**src/hpp_pkg.sv**
```systemverilog
// Package: shared types, character codes and byte class codes for the HTTP request parser.
package hpp_pkg;

  localparam int BYTE_W  = 8;
  localparam int CLASS_W = 3;
  localparam int LEN_W   = 17;
  localparam int OUT_W   = 16;

  localparam int QUEUE_DEPTH = 4;

  typedef logic [CLASS_W-1:0] byte_class_t;

  localparam byte_class_t CLS_METHOD = 3'd0;
  localparam byte_class_t CLS_SEP    = 3'd1;
  localparam byte_class_t CLS_URI    = 3'd2;
  localparam byte_class_t CLS_HEADER = 3'd3;
  localparam byte_class_t CLS_BODY   = 3'd4;

  localparam logic [BYTE_W-1:0] CH_NUL   = 8'h00;
  localparam logic [BYTE_W-1:0] CH_LF    = 8'h0A;
  localparam logic [BYTE_W-1:0] CH_CR    = 8'h0D;
  localparam logic [BYTE_W-1:0] CH_SPACE = 8'h20;
  localparam logic [BYTE_W-1:0] CH_ZERO  = 8'h30;
  localparam logic [BYTE_W-1:0] CH_NINE  = 8'h39;
  localparam logic [BYTE_W-1:0] CH_C     = 8'h43;

  // "Content-Length:" is 15 characters; the match index reaches this on a full hit
  localparam logic [3:0] FIELD_LEN = 4'd15;

  localparam logic [LEN_W-1:0] LEN_SAT = 17'h1FFFF;

  // one decoded byte on its way from the front end to the back end
  typedef struct packed {
    logic [BYTE_W-1:0] data;
    logic              last;
    logic              is_space;
    logic              is_nul;
    logic              is_digit;
    logic [3:0]        digit;
    logic              is_cr;
    logic              is_c;
  } token_t;

  function automatic logic [BYTE_W-1:0] field_char(input logic [3:0] idx);
    logic [BYTE_W-1:0] ch;
    unique case (idx)
      4'd0:    ch = 8'h43; // C
      4'd1:    ch = 8'h6F; // o
      4'd2:    ch = 8'h6E; // n
      4'd3:    ch = 8'h74; // t
      4'd4:    ch = 8'h65; // e
      4'd5:    ch = 8'h6E; // n
      4'd6:    ch = 8'h74; // t
      4'd7:    ch = 8'h2D; // -
      4'd8:    ch = 8'h4C; // L
      4'd9:    ch = 8'h65; // e
      4'd10:   ch = 8'h6E; // n
      4'd11:   ch = 8'h67; // g
      4'd12:   ch = 8'h74; // t
      4'd13:   ch = 8'h68; // h
      4'd14:   ch = 8'h3A; // :
      default: ch = CH_NUL;
    endcase
    return ch;
  endfunction

endpackage

```
**src/hpp_if.sv**
```systemverilog
// Interfaces: request byte channel and parse result channel.
interface hpp_in_if;
  logic       valid;
  logic       ready;
  logic [7:0] data_byte;
  logic       last_byte;

  modport source (output valid, output data_byte, output last_byte, input ready);
  modport sink   (input valid, input data_byte, input last_byte, output ready);
endinterface

interface hpp_out_if;
  logic        valid;
  logic        ready;
  logic [2:0]  byte_class;
  logic [7:0]  byte_out;
  logic        request_done;
  logic        malformed;
  logic        request_line_ok;
  logic        has_length;
  logic [16:0] body_length;
  logic [15:0] method_length;
  logic [15:0] uri_length;
  logic [15:0] header_length;

  modport source (
    output valid, output byte_class, output byte_out, output request_done,
    output malformed, output request_line_ok, output has_length, output body_length,
    output method_length, output uri_length, output header_length,
    input ready
  );
  modport sink (
    input valid, input byte_class, input byte_out, input request_done,
    input malformed, input request_line_ok, input has_length, input body_length,
    input method_length, input uri_length, input header_length,
    output ready
  );
endinterface

```
**src/http_request_header_parser_unit.sv**
```systemverilog
// Top level: HTTP request header parser, one byte per cycle while the result channel is not stalled.
//
// Takes a request one byte per transaction on the request channel and returns one
// result transaction per byte: the byte itself, its class (method, separator, uri,
// header or body) and, on the byte marked last, the verdict and the lengths of the
// method, uri and header, with the Content-Length value if one was found. After the
// last byte the parser is back at its start state, so the next request may follow
// in the very next cycle. Sustained rate is one byte per clock cycle while the result
// channel is not stalled, set by the back-end state update, which needs the previous
// byte's outcome before the next. An accepted byte passes through the token queue and
// then the result register before its result is shown. The front end keeps accepting
// while a result waits downstream until the four-entry queue and the result
// register are full, i.e. five bytes in flight. MAX_REQUEST_BYTES bounds the byte
// counter (longer requests report malformed); MAX_LENGTH_DIGITS caps the number of
// Content-Length digits taken. No clearing pass is needed after reset.
module http_request_header_parser_unit import hpp_pkg::*; #(
  parameter int MAX_REQUEST_BYTES = 65535,
  parameter int MAX_LENGTH_DIGITS = 5
) (
  input  logic      clk,
  input  logic      rst,
  hpp_in_if.sink    request,
  hpp_out_if.source result
);

  // decoded bytes, front end to queue
  token_t fe_tok;
  logic   fe_valid;
  logic   fe_ready;

  // queue to back end
  token_t q_tok;
  logic   q_valid;
  logic   q_ready;

  // character decode at the input; ready simply follows queue space
  hpp_front u_front (
    .request   (request),
    .tok       (fe_tok),
    .tok_valid (fe_valid),
    .tok_ready (fe_ready)
  );

  // decouples input acceptance from result back-pressure
  hpp_queue #(
    .DEPTH (QUEUE_DEPTH)
  ) u_queue (
    .clk      (clk),
    .rst      (rst),
    .wr_data  (fe_tok),
    .wr_valid (fe_valid),
    .wr_ready (fe_ready),
    .rd_data  (q_tok),
    .rd_valid (q_valid),
    .rd_ready (q_ready)
  );

  // parse state machine; pulls a token whenever the result register is free
  // or being drained in the same cycle
  hpp_back #(
    .MAX_REQUEST_BYTES (MAX_REQUEST_BYTES),
    .MAX_LENGTH_DIGITS (MAX_LENGTH_DIGITS)
  ) u_back (
    .clk       (clk),
    .rst       (rst),
    .tok       (q_tok),
    .tok_valid (q_valid),
    .tok_ready (q_ready),
    .result    (result)
  );

endmodule

```
**src/hpp_front.sv**
```systemverilog
// Front end: accepts request bytes and decodes the character classes the parser needs.
module hpp_front import hpp_pkg::*; (
  hpp_in_if.sink   request,
  output token_t   tok,
  output logic     tok_valid,
  input  logic     tok_ready
);

  assign tok_valid     = request.valid;
  assign request.ready = tok_ready;

  always_comb begin
    tok.data     = request.data_byte;
    tok.last     = request.last_byte;
    tok.is_space = (request.data_byte == CH_SPACE);
    tok.is_nul   = (request.data_byte == CH_NUL);
    tok.is_digit = (request.data_byte >= CH_ZERO) && (request.data_byte <= CH_NINE);
    tok.digit    = request.data_byte[3:0]; // low nibble of an ASCII digit is its value
    tok.is_cr    = (request.data_byte == CH_CR);
    tok.is_c     = (request.data_byte == CH_C);
  end

endmodule

```
**src/hpp_queue.sv**
```systemverilog
// Short token queue between the front end and the back end.
module hpp_queue import hpp_pkg::*; #(
  parameter int DEPTH = 4
) (
  input  logic   clk,
  input  logic   rst,
  input  token_t wr_data,
  input  logic   wr_valid,
  output logic   wr_ready,
  output token_t rd_data,
  output logic   rd_valid,
  input  logic   rd_ready
);

  localparam int AW = (DEPTH > 1) ? $clog2(DEPTH) : 1;
  localparam int NW = $clog2(DEPTH + 1);
  localparam logic [AW-1:0] LAST_SLOT = AW'(DEPTH - 1);
  localparam logic [NW-1:0] FULL_CNT  = NW'(DEPTH);

  token_t          slots [DEPTH];
  logic [AW-1:0]   wr_ptr;
  logic [AW-1:0]   rd_ptr;
  logic [NW-1:0]   fill;
  logic            push;
  logic            pop;

  assign wr_ready = (fill != FULL_CNT);
  assign rd_valid = (fill != '0);
  assign rd_data  = slots[rd_ptr];
  assign push     = wr_valid && wr_ready;
  assign pop      = rd_valid && rd_ready;

  always_ff @(posedge clk) begin
    if (rst) begin
      wr_ptr <= '0;
      rd_ptr <= '0;
      fill   <= '0;
    end else begin
      if (push) begin
        slots[wr_ptr] <= wr_data;
        wr_ptr        <= (wr_ptr == LAST_SLOT) ? '0 : wr_ptr + 1'b1;
      end
      if (pop) begin
        rd_ptr <= (rd_ptr == LAST_SLOT) ? '0 : rd_ptr + 1'b1;
      end
      if (push && !pop) begin
        fill <= fill + 1'b1;
      end else if (pop && !push) begin
        fill <= fill - 1'b1;
      end
    end
  end

endmodule

```
**src/hpp_back.sv**
```systemverilog
// Back end: request parsing state machine and registered result stage.
module hpp_back import hpp_pkg::*; #(
  parameter int MAX_REQUEST_BYTES = 65535,
  parameter int MAX_LENGTH_DIGITS = 5
) (
  input  logic      clk,
  input  logic      rst,
  input  token_t    tok,
  input  logic      tok_valid,
  output logic      tok_ready,
  hpp_out_if.source result
);

  localparam int CW  = $clog2(MAX_REQUEST_BYTES + 1);
  localparam int DCW = $clog2(MAX_LENGTH_DIGITS + 1);
  localparam int PW  = LEN_W + 4;
  localparam logic [CW-1:0]  BC_MAX = CW'(MAX_REQUEST_BYTES);
  localparam logic [DCW-1:0] DC_MAX = DCW'(MAX_LENGTH_DIGITS);

  typedef enum logic [2:0] {
    PH_METHOD,
    PH_SEP,
    PH_URI,
    PH_HEADER,
    PH_BODY
  } phase_t;

  typedef struct packed {
    byte_class_t       byte_class;
    logic [BYTE_W-1:0] byte_out;
    logic              request_done;
    logic              malformed;
    logic              request_line_ok;
    logic              has_length;
    logic [LEN_W-1:0]  body_length;
    logic [OUT_W-1:0]  method_length;
    logic [OUT_W-1:0]  uri_length;
    logic [OUT_W-1:0]  header_length;
  } result_t;

  phase_t           phase, phase_next;
  logic [CW-1:0]    byte_count, byte_count_next;
  logic [CW-1:0]    method_count, method_count_next;
  logic [CW-1:0]    uri_count, uri_count_next;
  logic [3:0]       field_idx, field_idx_next;
  logic [DCW-1:0]   digit_count, digit_count_next;
  logic [LEN_W-1:0] length_value, length_value_next;
  logic [1:0]       blank_idx, blank_idx_next;
  logic [CW-1:0]    header_end_pos, header_end_pos_next;
  logic             f_haslen, f_haslen_next;
  logic             f_digdone, f_digdone_next;
  logic             f_blank, f_blank_next;
  logic             f_stop, f_stop_next;
  logic             f_ovf, f_ovf_next;

  logic             out_valid;
  result_t          out_res;
  result_t          res_next;

  logic             pop;
  logic             active;
  logic             do_blank;
  logic [2:0]       blank_inc;
  logic [BYTE_W-1:0] want;
  logic [PW-1:0]    prod;
  logic [LEN_W-1:0] lv_dig;
  logic [DCW-1:0]   dc_inc;
  logic [CW-1:0]    body_bytes;
  logic             bad;
  byte_class_t      cls;

  assign tok_ready = !out_valid || result.ready;
  assign pop       = tok_valid && tok_ready;

  always_comb begin
    phase_next          = phase;
    byte_count_next     = byte_count;
    method_count_next   = method_count;
    uri_count_next      = uri_count;
    field_idx_next      = field_idx;
    digit_count_next    = digit_count;
    length_value_next   = length_value;
    blank_idx_next      = blank_idx;
    header_end_pos_next = header_end_pos;
    f_haslen_next       = f_haslen;
    f_digdone_next      = f_digdone;
    f_blank_next        = f_blank;
    f_stop_next         = f_stop;
    f_ovf_next          = f_ovf;
    do_blank            = 1'b0;
    cls                 = CLS_METHOD;

    if (byte_count >= BC_MAX) begin
      f_ovf_next  = 1'b1;
      f_stop_next = 1'b1;
    end else begin
      byte_count_next = byte_count + 1'b1;
    end
    if (tok.is_nul) begin
      f_stop_next = 1'b1;
    end
    active = !f_stop_next;

    // length * 10 + digit, saturating
    prod   = (PW'(length_value) << 3) + (PW'(length_value) << 1) + PW'(tok.digit);
    lv_dig = (prod > PW'(LEN_SAT)) ? LEN_SAT : prod[LEN_W-1:0];
    dc_inc = digit_count + 1'b1;

    unique case (phase)
      PH_METHOD: begin
        cls = CLS_METHOD;
        if (active) begin
          if (tok.is_space) begin
            phase_next = PH_SEP;
            cls        = CLS_SEP;
          end else begin
            method_count_next = method_count + 1'b1;
          end
        end
      end
      PH_SEP: begin
        cls = CLS_SEP;
        if (active && !tok.is_space) begin
          phase_next     = PH_URI;
          cls            = CLS_URI;
          uri_count_next = CW'(1);
        end
      end
      PH_URI: begin
        cls = CLS_URI;
        if (active) begin
          if (tok.is_space) begin
            phase_next = PH_HEADER;
            cls        = CLS_SEP;
          end else begin
            uri_count_next = uri_count + 1'b1;
          end
        end
      end
      PH_HEADER: begin
        cls = CLS_HEADER;
        if (active) begin
          if (!f_haslen) begin
            if (field_idx < FIELD_LEN && tok.data == field_char(field_idx)) begin
              field_idx_next = field_idx + 1'b1;
            end else begin
              field_idx_next = tok.is_c ? 4'd1 : 4'd0;
            end
            if (field_idx_next == FIELD_LEN) begin
              f_haslen_next = 1'b1;
            end
          end else if (!f_digdone) begin
            if (digit_count == '0 && tok.is_space) begin
              // leading space before the digits
            end else if (tok.is_digit) begin
              length_value_next = lv_dig;
              digit_count_next  = dc_inc;
              if (dc_inc >= DC_MAX) begin
                f_digdone_next = 1'b1;
              end
            end else begin
              f_digdone_next = 1'b1;
              do_blank       = 1'b1;
            end
          end else if (!f_blank) begin
            do_blank = 1'b1;
          end
        end
      end
      PH_BODY: begin
        cls = CLS_BODY;
      end
      default: begin
        cls = CLS_METHOD;
      end
    endcase

    // CR LF CR LF search
    want      = blank_idx[0] ? CH_LF : CH_CR;
    blank_inc = {1'b0, blank_idx} + 3'd1;
    if (do_blank) begin
      if (tok.data == want) begin
        if (blank_inc == 3'd4) begin
          blank_idx_next      = 2'd0;
          f_blank_next        = 1'b1;
          header_end_pos_next = byte_count_next;
          phase_next          = PH_BODY;
        end else begin
          blank_idx_next = blank_inc[1:0];
        end
      end else begin
        blank_idx_next = tok.is_cr ? 2'd1 : 2'd0;
      end
    end

    body_bytes = byte_count_next - header_end_pos_next;
    bad = f_ovf_next ||
          (f_haslen_next && (!f_blank_next || (LEN_W'(body_bytes) != length_value_next)));

    res_next            = '0;
    res_next.byte_class = cls;
    res_next.byte_out   = tok.data;
    if (tok.last) begin
      res_next.request_done    = 1'b1;
      res_next.malformed       = bad;
      res_next.request_line_ok = (phase_next == PH_HEADER) || (phase_next == PH_BODY);
      res_next.has_length      = f_haslen_next;
      res_next.body_length     = length_value_next;
      res_next.method_length   = OUT_W'(method_count_next);
      res_next.uri_length      = OUT_W'(uri_count_next);
      res_next.header_length   = (f_haslen_next && f_blank_next) ?
                                 OUT_W'(header_end_pos_next) : OUT_W'(byte_count_next);
    end
  end

  always_ff @(posedge clk) begin
    if (rst) begin
      phase          <= PH_METHOD;
      byte_count     <= '0;
      method_count   <= '0;
      uri_count      <= '0;
      field_idx      <= '0;
      digit_count    <= '0;
      length_value   <= '0;
      blank_idx      <= '0;
      header_end_pos <= '0;
      f_haslen       <= 1'b0;
      f_digdone      <= 1'b0;
      f_blank        <= 1'b0;
      f_stop         <= 1'b0;
      f_ovf          <= 1'b0;
      out_valid      <= 1'b0;
    end else begin
      if (pop) begin
        if (tok.last) begin
          // request finished: back to the start for the next one
          phase          <= PH_METHOD;
          byte_count     <= '0;
          method_count   <= '0;
          uri_count      <= '0;
          field_idx      <= '0;
          digit_count    <= '0;
          length_value   <= '0;
          blank_idx      <= '0;
          header_end_pos <= '0;
          f_haslen       <= 1'b0;
          f_digdone      <= 1'b0;
          f_blank        <= 1'b0;
          f_stop         <= 1'b0;
          f_ovf          <= 1'b0;
        end else begin
          phase          <= phase_next;
          byte_count     <= byte_count_next;
          method_count   <= method_count_next;
          uri_count      <= uri_count_next;
          field_idx      <= field_idx_next;
          digit_count    <= digit_count_next;
          length_value   <= length_value_next;
          blank_idx      <= blank_idx_next;
          header_end_pos <= header_end_pos_next;
          f_haslen       <= f_haslen_next;
          f_digdone      <= f_digdone_next;
          f_blank        <= f_blank_next;
          f_stop         <= f_stop_next;
          f_ovf          <= f_ovf_next;
        end
        out_res   <= res_next;
        out_valid <= 1'b1;
      end else if (result.ready) begin
        out_valid <= 1'b0;
      end
    end
  end

  assign result.valid           = out_valid;
  assign result.byte_class      = out_res.byte_class;
  assign result.byte_out        = out_res.byte_out;
  assign result.request_done    = out_res.request_done;
  assign result.malformed       = out_res.malformed;
  assign result.request_line_ok = out_res.request_line_ok;
  assign result.has_length      = out_res.has_length;
  assign result.body_length     = out_res.body_length;
  assign result.method_length   = out_res.method_length;
  assign result.uri_length      = out_res.uri_length;
  assign result.header_length   = out_res.header_length;

endmodule

```
**src/flat_wrapper.sv**
```systemverilog
// flat-port wrapper written by rule: the top's interface ports become plain ports
module http_request_header_parser_unit_flat import hpp_pkg::*;
#(
  parameter int MAX_REQUEST_BYTES = 65535,
  parameter int MAX_LENGTH_DIGITS = 5
)
  (clk, rst, request_valid, request_data_byte, request_last_byte, request_ready, result_valid, result_byte_class, result_byte_out, result_request_done, result_malformed, result_request_line_ok, result_has_length, result_body_length, result_method_length, result_uri_length, result_header_length, result_ready);
  hpp_in_if request_i ();
  hpp_out_if result_i ();
  input  logic clk;
  input  logic rst;
  input wire logic [$bits(request_i.valid)-1:0] request_valid;
  input wire logic [$bits(request_i.data_byte)-1:0] request_data_byte;
  input wire logic [$bits(request_i.last_byte)-1:0] request_last_byte;
  output wire logic [$bits(request_i.ready)-1:0] request_ready;
  output wire logic [$bits(result_i.valid)-1:0] result_valid;
  output wire logic [$bits(result_i.byte_class)-1:0] result_byte_class;
  output wire logic [$bits(result_i.byte_out)-1:0] result_byte_out;
  output wire logic [$bits(result_i.request_done)-1:0] result_request_done;
  output wire logic [$bits(result_i.malformed)-1:0] result_malformed;
  output wire logic [$bits(result_i.request_line_ok)-1:0] result_request_line_ok;
  output wire logic [$bits(result_i.has_length)-1:0] result_has_length;
  output wire logic [$bits(result_i.body_length)-1:0] result_body_length;
  output wire logic [$bits(result_i.method_length)-1:0] result_method_length;
  output wire logic [$bits(result_i.uri_length)-1:0] result_uri_length;
  output wire logic [$bits(result_i.header_length)-1:0] result_header_length;
  input wire logic [$bits(result_i.ready)-1:0] result_ready;
  assign request_i.valid = request_valid;
  assign request_i.data_byte = request_data_byte;
  assign request_i.last_byte = request_last_byte;
  assign request_ready = request_i.ready;
  assign result_valid = result_i.valid;
  assign result_byte_class = result_i.byte_class;
  assign result_byte_out = result_i.byte_out;
  assign result_request_done = result_i.request_done;
  assign result_malformed = result_i.malformed;
  assign result_request_line_ok = result_i.request_line_ok;
  assign result_has_length = result_i.has_length;
  assign result_body_length = result_i.body_length;
  assign result_method_length = result_i.method_length;
  assign result_uri_length = result_i.uri_length;
  assign result_header_length = result_i.header_length;
  assign result_i.ready = result_ready;
  http_request_header_parser_unit #(.MAX_REQUEST_BYTES(MAX_REQUEST_BYTES), .MAX_LENGTH_DIGITS(MAX_LENGTH_DIGITS)) u_core (.clk(clk), .rst(rst), .request(request_i), .result(result_i));
endmodule
```
**config.mk**
```make
export PLATFORM = sky130hd
export DESIGN_NAME = http_request_header_parser_unit_flat
export DESIGN_NICKNAME = d
export VERILOG_FILES = /design/src/hpp_pkg.sv /design/src/hpp_if.sv /design/src/http_request_header_parser_unit.sv /design/src/hpp_front.sv /design/src/hpp_queue.sv /design/src/hpp_back.sv /design/src/flat_wrapper.sv
export SDC_FILE = /design/constraint.sdc
export NUM_CORES = 1
export LEC_CHECK = 0
export ABC_CLOCK_PERIOD_IN_PS = 6100
export BUFFER_PORTS_ARGS = -buffer_cell sky130_fd_sc_hd__buf_2
export CAP_MARGIN = 5
export CORE_MARGIN = 4
export CORE_UTILIZATION = 35
export CTS_CLUSTER_DIAMETER = 120
export CTS_CLUSTER_SIZE = 16
export DETAILED_ROUTE_END_ITERATION = 12
export PLACE_DENSITY_LB_ADDON = 0.3
export SYNTH_ARGS = -nofsm -noshare
export SYNTH_HDL_FRONTEND = slang
export SYNTH_SLANG_ARGS = --single-unit
```
**constraint.sdc**
```tcl
create_clock -name clk -period 6.1 [get_ports clk]
set_clock_uncertainty 0.1 [all_clocks]
set_input_delay 0.305 -clock clk [delete_from_list [all_inputs] [get_ports clk]]
set_output_delay 0.305 -clock clk [all_outputs]
set_load 0.02 [all_outputs]
```
==> out/qor.txt <==
status: finished, final reports clean
layout cell share with drive strength beyond 1: 12.7%
slew margin rel.: 24.2%
fmax: 179 MHz
post-synth top area share: 28.8%
minimum clock period: 5.60 ns
post-CTS setup buffer count: 0
share of the clock period used by the worst path: 91.8%
Wirelength per Cell: 18.1 um
Async SR Flop Fraction: 0%
CTS tree: done
root buffer cell: clkbuf_16
initial DRC count: 828
Post-Syn Nets: 1588
CORE AREA: 39900 um^2
post-layout util: 39.7%
final WL: 38100 um
peak supply drop: 0.230 mV
CTS Sinks: 251
Synth warnings: 0
EDFF count, synth: 136
via count: 11.7k
CTS Buffer Depth: 3
total clock buffers created by CTS: 19
final setup TNS: 0 ns
max-slew violation count: 0
CTS H-tree depth: 1
fillers: 3928
worst path arrival time: 5.72 ns
Layout area overhead: 11.5%
drt drc: 0
vias in the first global route: 11.0k
# diodes: 0
Cell Area, Synth: 14200 um^2
sequential-to-total area share from yosys stat: 45.0%
total track usage: 16.8%
Cell variety after synth: 83
maxcap violations: 0
top cells by area, synth: edfxtp_1 (29%), dfxtp_1 (16%), nor2_1 (6.0%)
Register Area: 6390 um^2
Worst-Margin Slew: 1.14 ns
largest net degree at the start of global routing: 88
post-synthesis register bit count: 251
initial antenna violation count: 0
first-pass GRT wire length: 61300 um
Synth Flop Type: edfxtp_1
width of the die: 209 um
# rows: 73
LEAKAGE: 5.84 nW
WS Path Type: reg -> reg
CP startpoint kind: flop
grt total ovfl: 0
Skew-Pair Late Insertion Delay: 0.52 ns
DR pass1 iterations: 5
worst path required time: 6.22 ns
Cell Pwr Density: 311 nW/um^2
Routed Antenna Nets: 0
Vias/cell: 5.54
Worst Hold Class: in -> reg
DP Wirelength: 26400 um
Mapped Cells: 1504
initial core utilization: 35.6%
critical path endpoint category: flop
Final Hold Viols: 0
multi-input logic area: 7330 um^2
final setup vio count: 0
Clock transition at path regs: 0.07 ns
Yosys top cell by area: edfxtp_1
die footprint: 43900 um^2
Port Buffers: 94
Ports: 95
crit-path max FO: 21
RePlAce Congestion: 0.862
die height: 209 um
Nets: 1649
synthesized area per cell: 9.44 um^2
RSZ-0062 raised after global routing: false
per-layer routing:
| metal | part of all wire, % | wire length [um] | up-vias | global-route usage (%) |
|---|---|---|---|---|
| li1 | - | - | 5651 | - |
| met1 | 47 | 17800 | 5705 | 24.1 |
| met2 | 47 | 17900 | 271 | 27.7 |
| met3 | 5.1 | 1930 | 28 | 2.23 |
| met4 | 1.1 | 437 | 0 | 2.63 |
| met5 | 0 | 0 | - | 0 |
worst max-delay path, cell delays in order (launching register included):
cell	delay, ns
dfxtp_1	0.44
buf_12	0.20
mux4_2	0.62
nor4bb_1	0.34
o211a_1	0.24
nand4_1	0.14
buf_4	0.25
o21ai_0	0.32
inv_1	0.08
ha_1	0.35
o21a_1	0.23
o31a_1	0.18
o21ai_0	0.23
xor2_1	0.36
o31a_1	0.17
nand4_1	0.11
a2111oi_1	0.47
nand4_1	0.14
nor4_1	0.27
nor3_1	0.07
through the flow:
step	instances	power (mW)	setup WS, ns	hold slack (ns)	area, um^2
floorplan	1504	3.21	0.660	0.304	14200
global placement	2060	3.74	0.428	0.364	15200
detailed placement	2060	3.75	0.324	0.373	15200
CTS	2103	4.96	0.264	0.0139	15800
global route	2103	5.19	0.0195	0.0237	15800
finish	2103	4.92	0.498	0.0191	15800
final timing paths:
kind                            startpoint                              to  slack (ns)  depth (start not counted)
setup / recovery                      flop  u_core.u_back.result.malformed        0.50                         19
hold / removal        request_data_byte[2]     u_core.u_queue.slots[0][12]        0.02                          1
setup reg to reg                      flop  u_core.u_back.result.malformed        0.50                         19
hold reg to reg   u_core.u_queue.rd_ptr[1]                            flop        0.38                          2
registers in the layout (all words and copies together), names as in the netlist, 2 cells and up, named ones only:
register,count
u_core.u_queue.wr_ptr,2
u_core.u_back.result.byte_out,8
u_core.u_back.result.header_length,16
u_core.u_back.result.byte_class,3
u_core.u_back.byte_count,16
u_core.u_back.phase,3
u_core.u_back.blank_idx,2
u_core.u_back.result.uri_length,16
u_core.u_back.digit_count,3
u_core.u_queue.rd_ptr,2
u_core.u_back.result.method_length,16
u_core.u_back.length_value,17
u_core.u_back.field_idx,4
u_core.u_back.uri_count,16
u_core.u_queue.fill,3
u_core.u_back.result.body_length,17
u_core.u_back.method_count,16
u_core.u_queue.slots,56
u_core.u_back.header_end_pos,16
logic make-up (layout without fill, tap and decap cells):
group | count (synthesis) | after routing | share of synthesized area, %
buffers and inverters | 138 | 212 | 3.88
XOR/XNOR | 60 | 60 | 3.70
adder cells (fa/ha/maj) | 71 | 71 | 6.47
AO/OA/AOI/OAI | 381 | 381 | 17.9
flip-flops | 251 | 251 | 45.0
multiplexers | 40 | 40 | 4.09
AND/OR/NAND/NOR | 563 | 563 | 19.0
where the power goes:
| part | internal (mW) | leakage [nW] | switching (mW) |
|---|---|---|---|
| clock | 0.591 | 0.258 | 0.612 |
| combinational | 0.482 | 3.34 | 1.16 |
| sequential | 1.99 | 2.24 | 0.0891 |
cells in the mapped netlist (5+ instances only):
cell type	n
xnor2_1	38
nand4_1	16
nor4_1	14
o21ai_0	70
dfxtp_1	115
and3_1	16
nor2_1	228
nand2b_1	8
a32oi_1	5
or2_2	5
o22ai_1	5
a211o_1	5
mux2_2	11
a21oi_1	114
a21o_1	11
a211oi_1	21
o211ai_1	17
mux4_2	12
a2111oi_0	5
inv_1	54
a2bb2oi_1	5
clkbuf_1	67
edfxtp_1	136
a31oi_1	8
nand2_1	98
a22oi_1	43
o221a_2	5
o2111ai_1	5
nor2b_1	15
and2_1	24
nor3_1	45
ha_1	67
o31ai_1	8
mux2i_1	16
o21a_1	6
nand3_1	38
nor4b_1	6
buf_2	8
a31o_2	7
xor2_1	22
nor3b_1	11
or3_1	15
cells in the final DEF (no fill, tap or decap), types with 9 or more instances in the layout:
master	netlist	final
or3_1	15	15
clkbuf_16	0	19
clkbuf_1	67	13
a211oi_1	21	21
mux2_2	11	11
mux4_2	12	12
nand4_1	16	16
ha_1	67	66
nand2_1	98	98
o21ai_0	70	68
xor2_1	22	22
nor2_1	228	226
dlygate4sd3_1	0	9
mux2i_1	16	16
a22oi_1	43	43
and3_1	16	16
nand3_1	38	38
a21oi_1	114	113
and2_1	24	24
nor2b_1	15	15
nor4_1	14	13
edfxtp_1	136	136
buf_2	8	93
a21o_1	11	11
o211ai_1	17	17
inv_1	54	53
nor3_1	45	45
xnor2_1	38	38
buf_4	2	20
nor3b_1	11	11
dfxtp_1	115	115
layout make-up:
| class | count | area share [%] |
|---|---|---|
| Clock buffer | 32 | 3.31 |
| Clock inverter | 2 | 0.0948 |
| Inverter | 55 | 1.30 |
| Multi-Input combinational cell | 1115 | 46.3 |
| Sequential cell | 251 | 40.3 |
| Tap cell | 525 | 4.15 |
| Timing Repair Buffer | 123 | 4.58 |
timing repair:
action / in CTS / in global routing
gates resized for setup: 0 / 9
setup endpoints to repair: 0 / 1
hold buffers: 9 / 0
endpoints found under the hold margin: 31 / 0
Power figures use the tool's default switching activity.
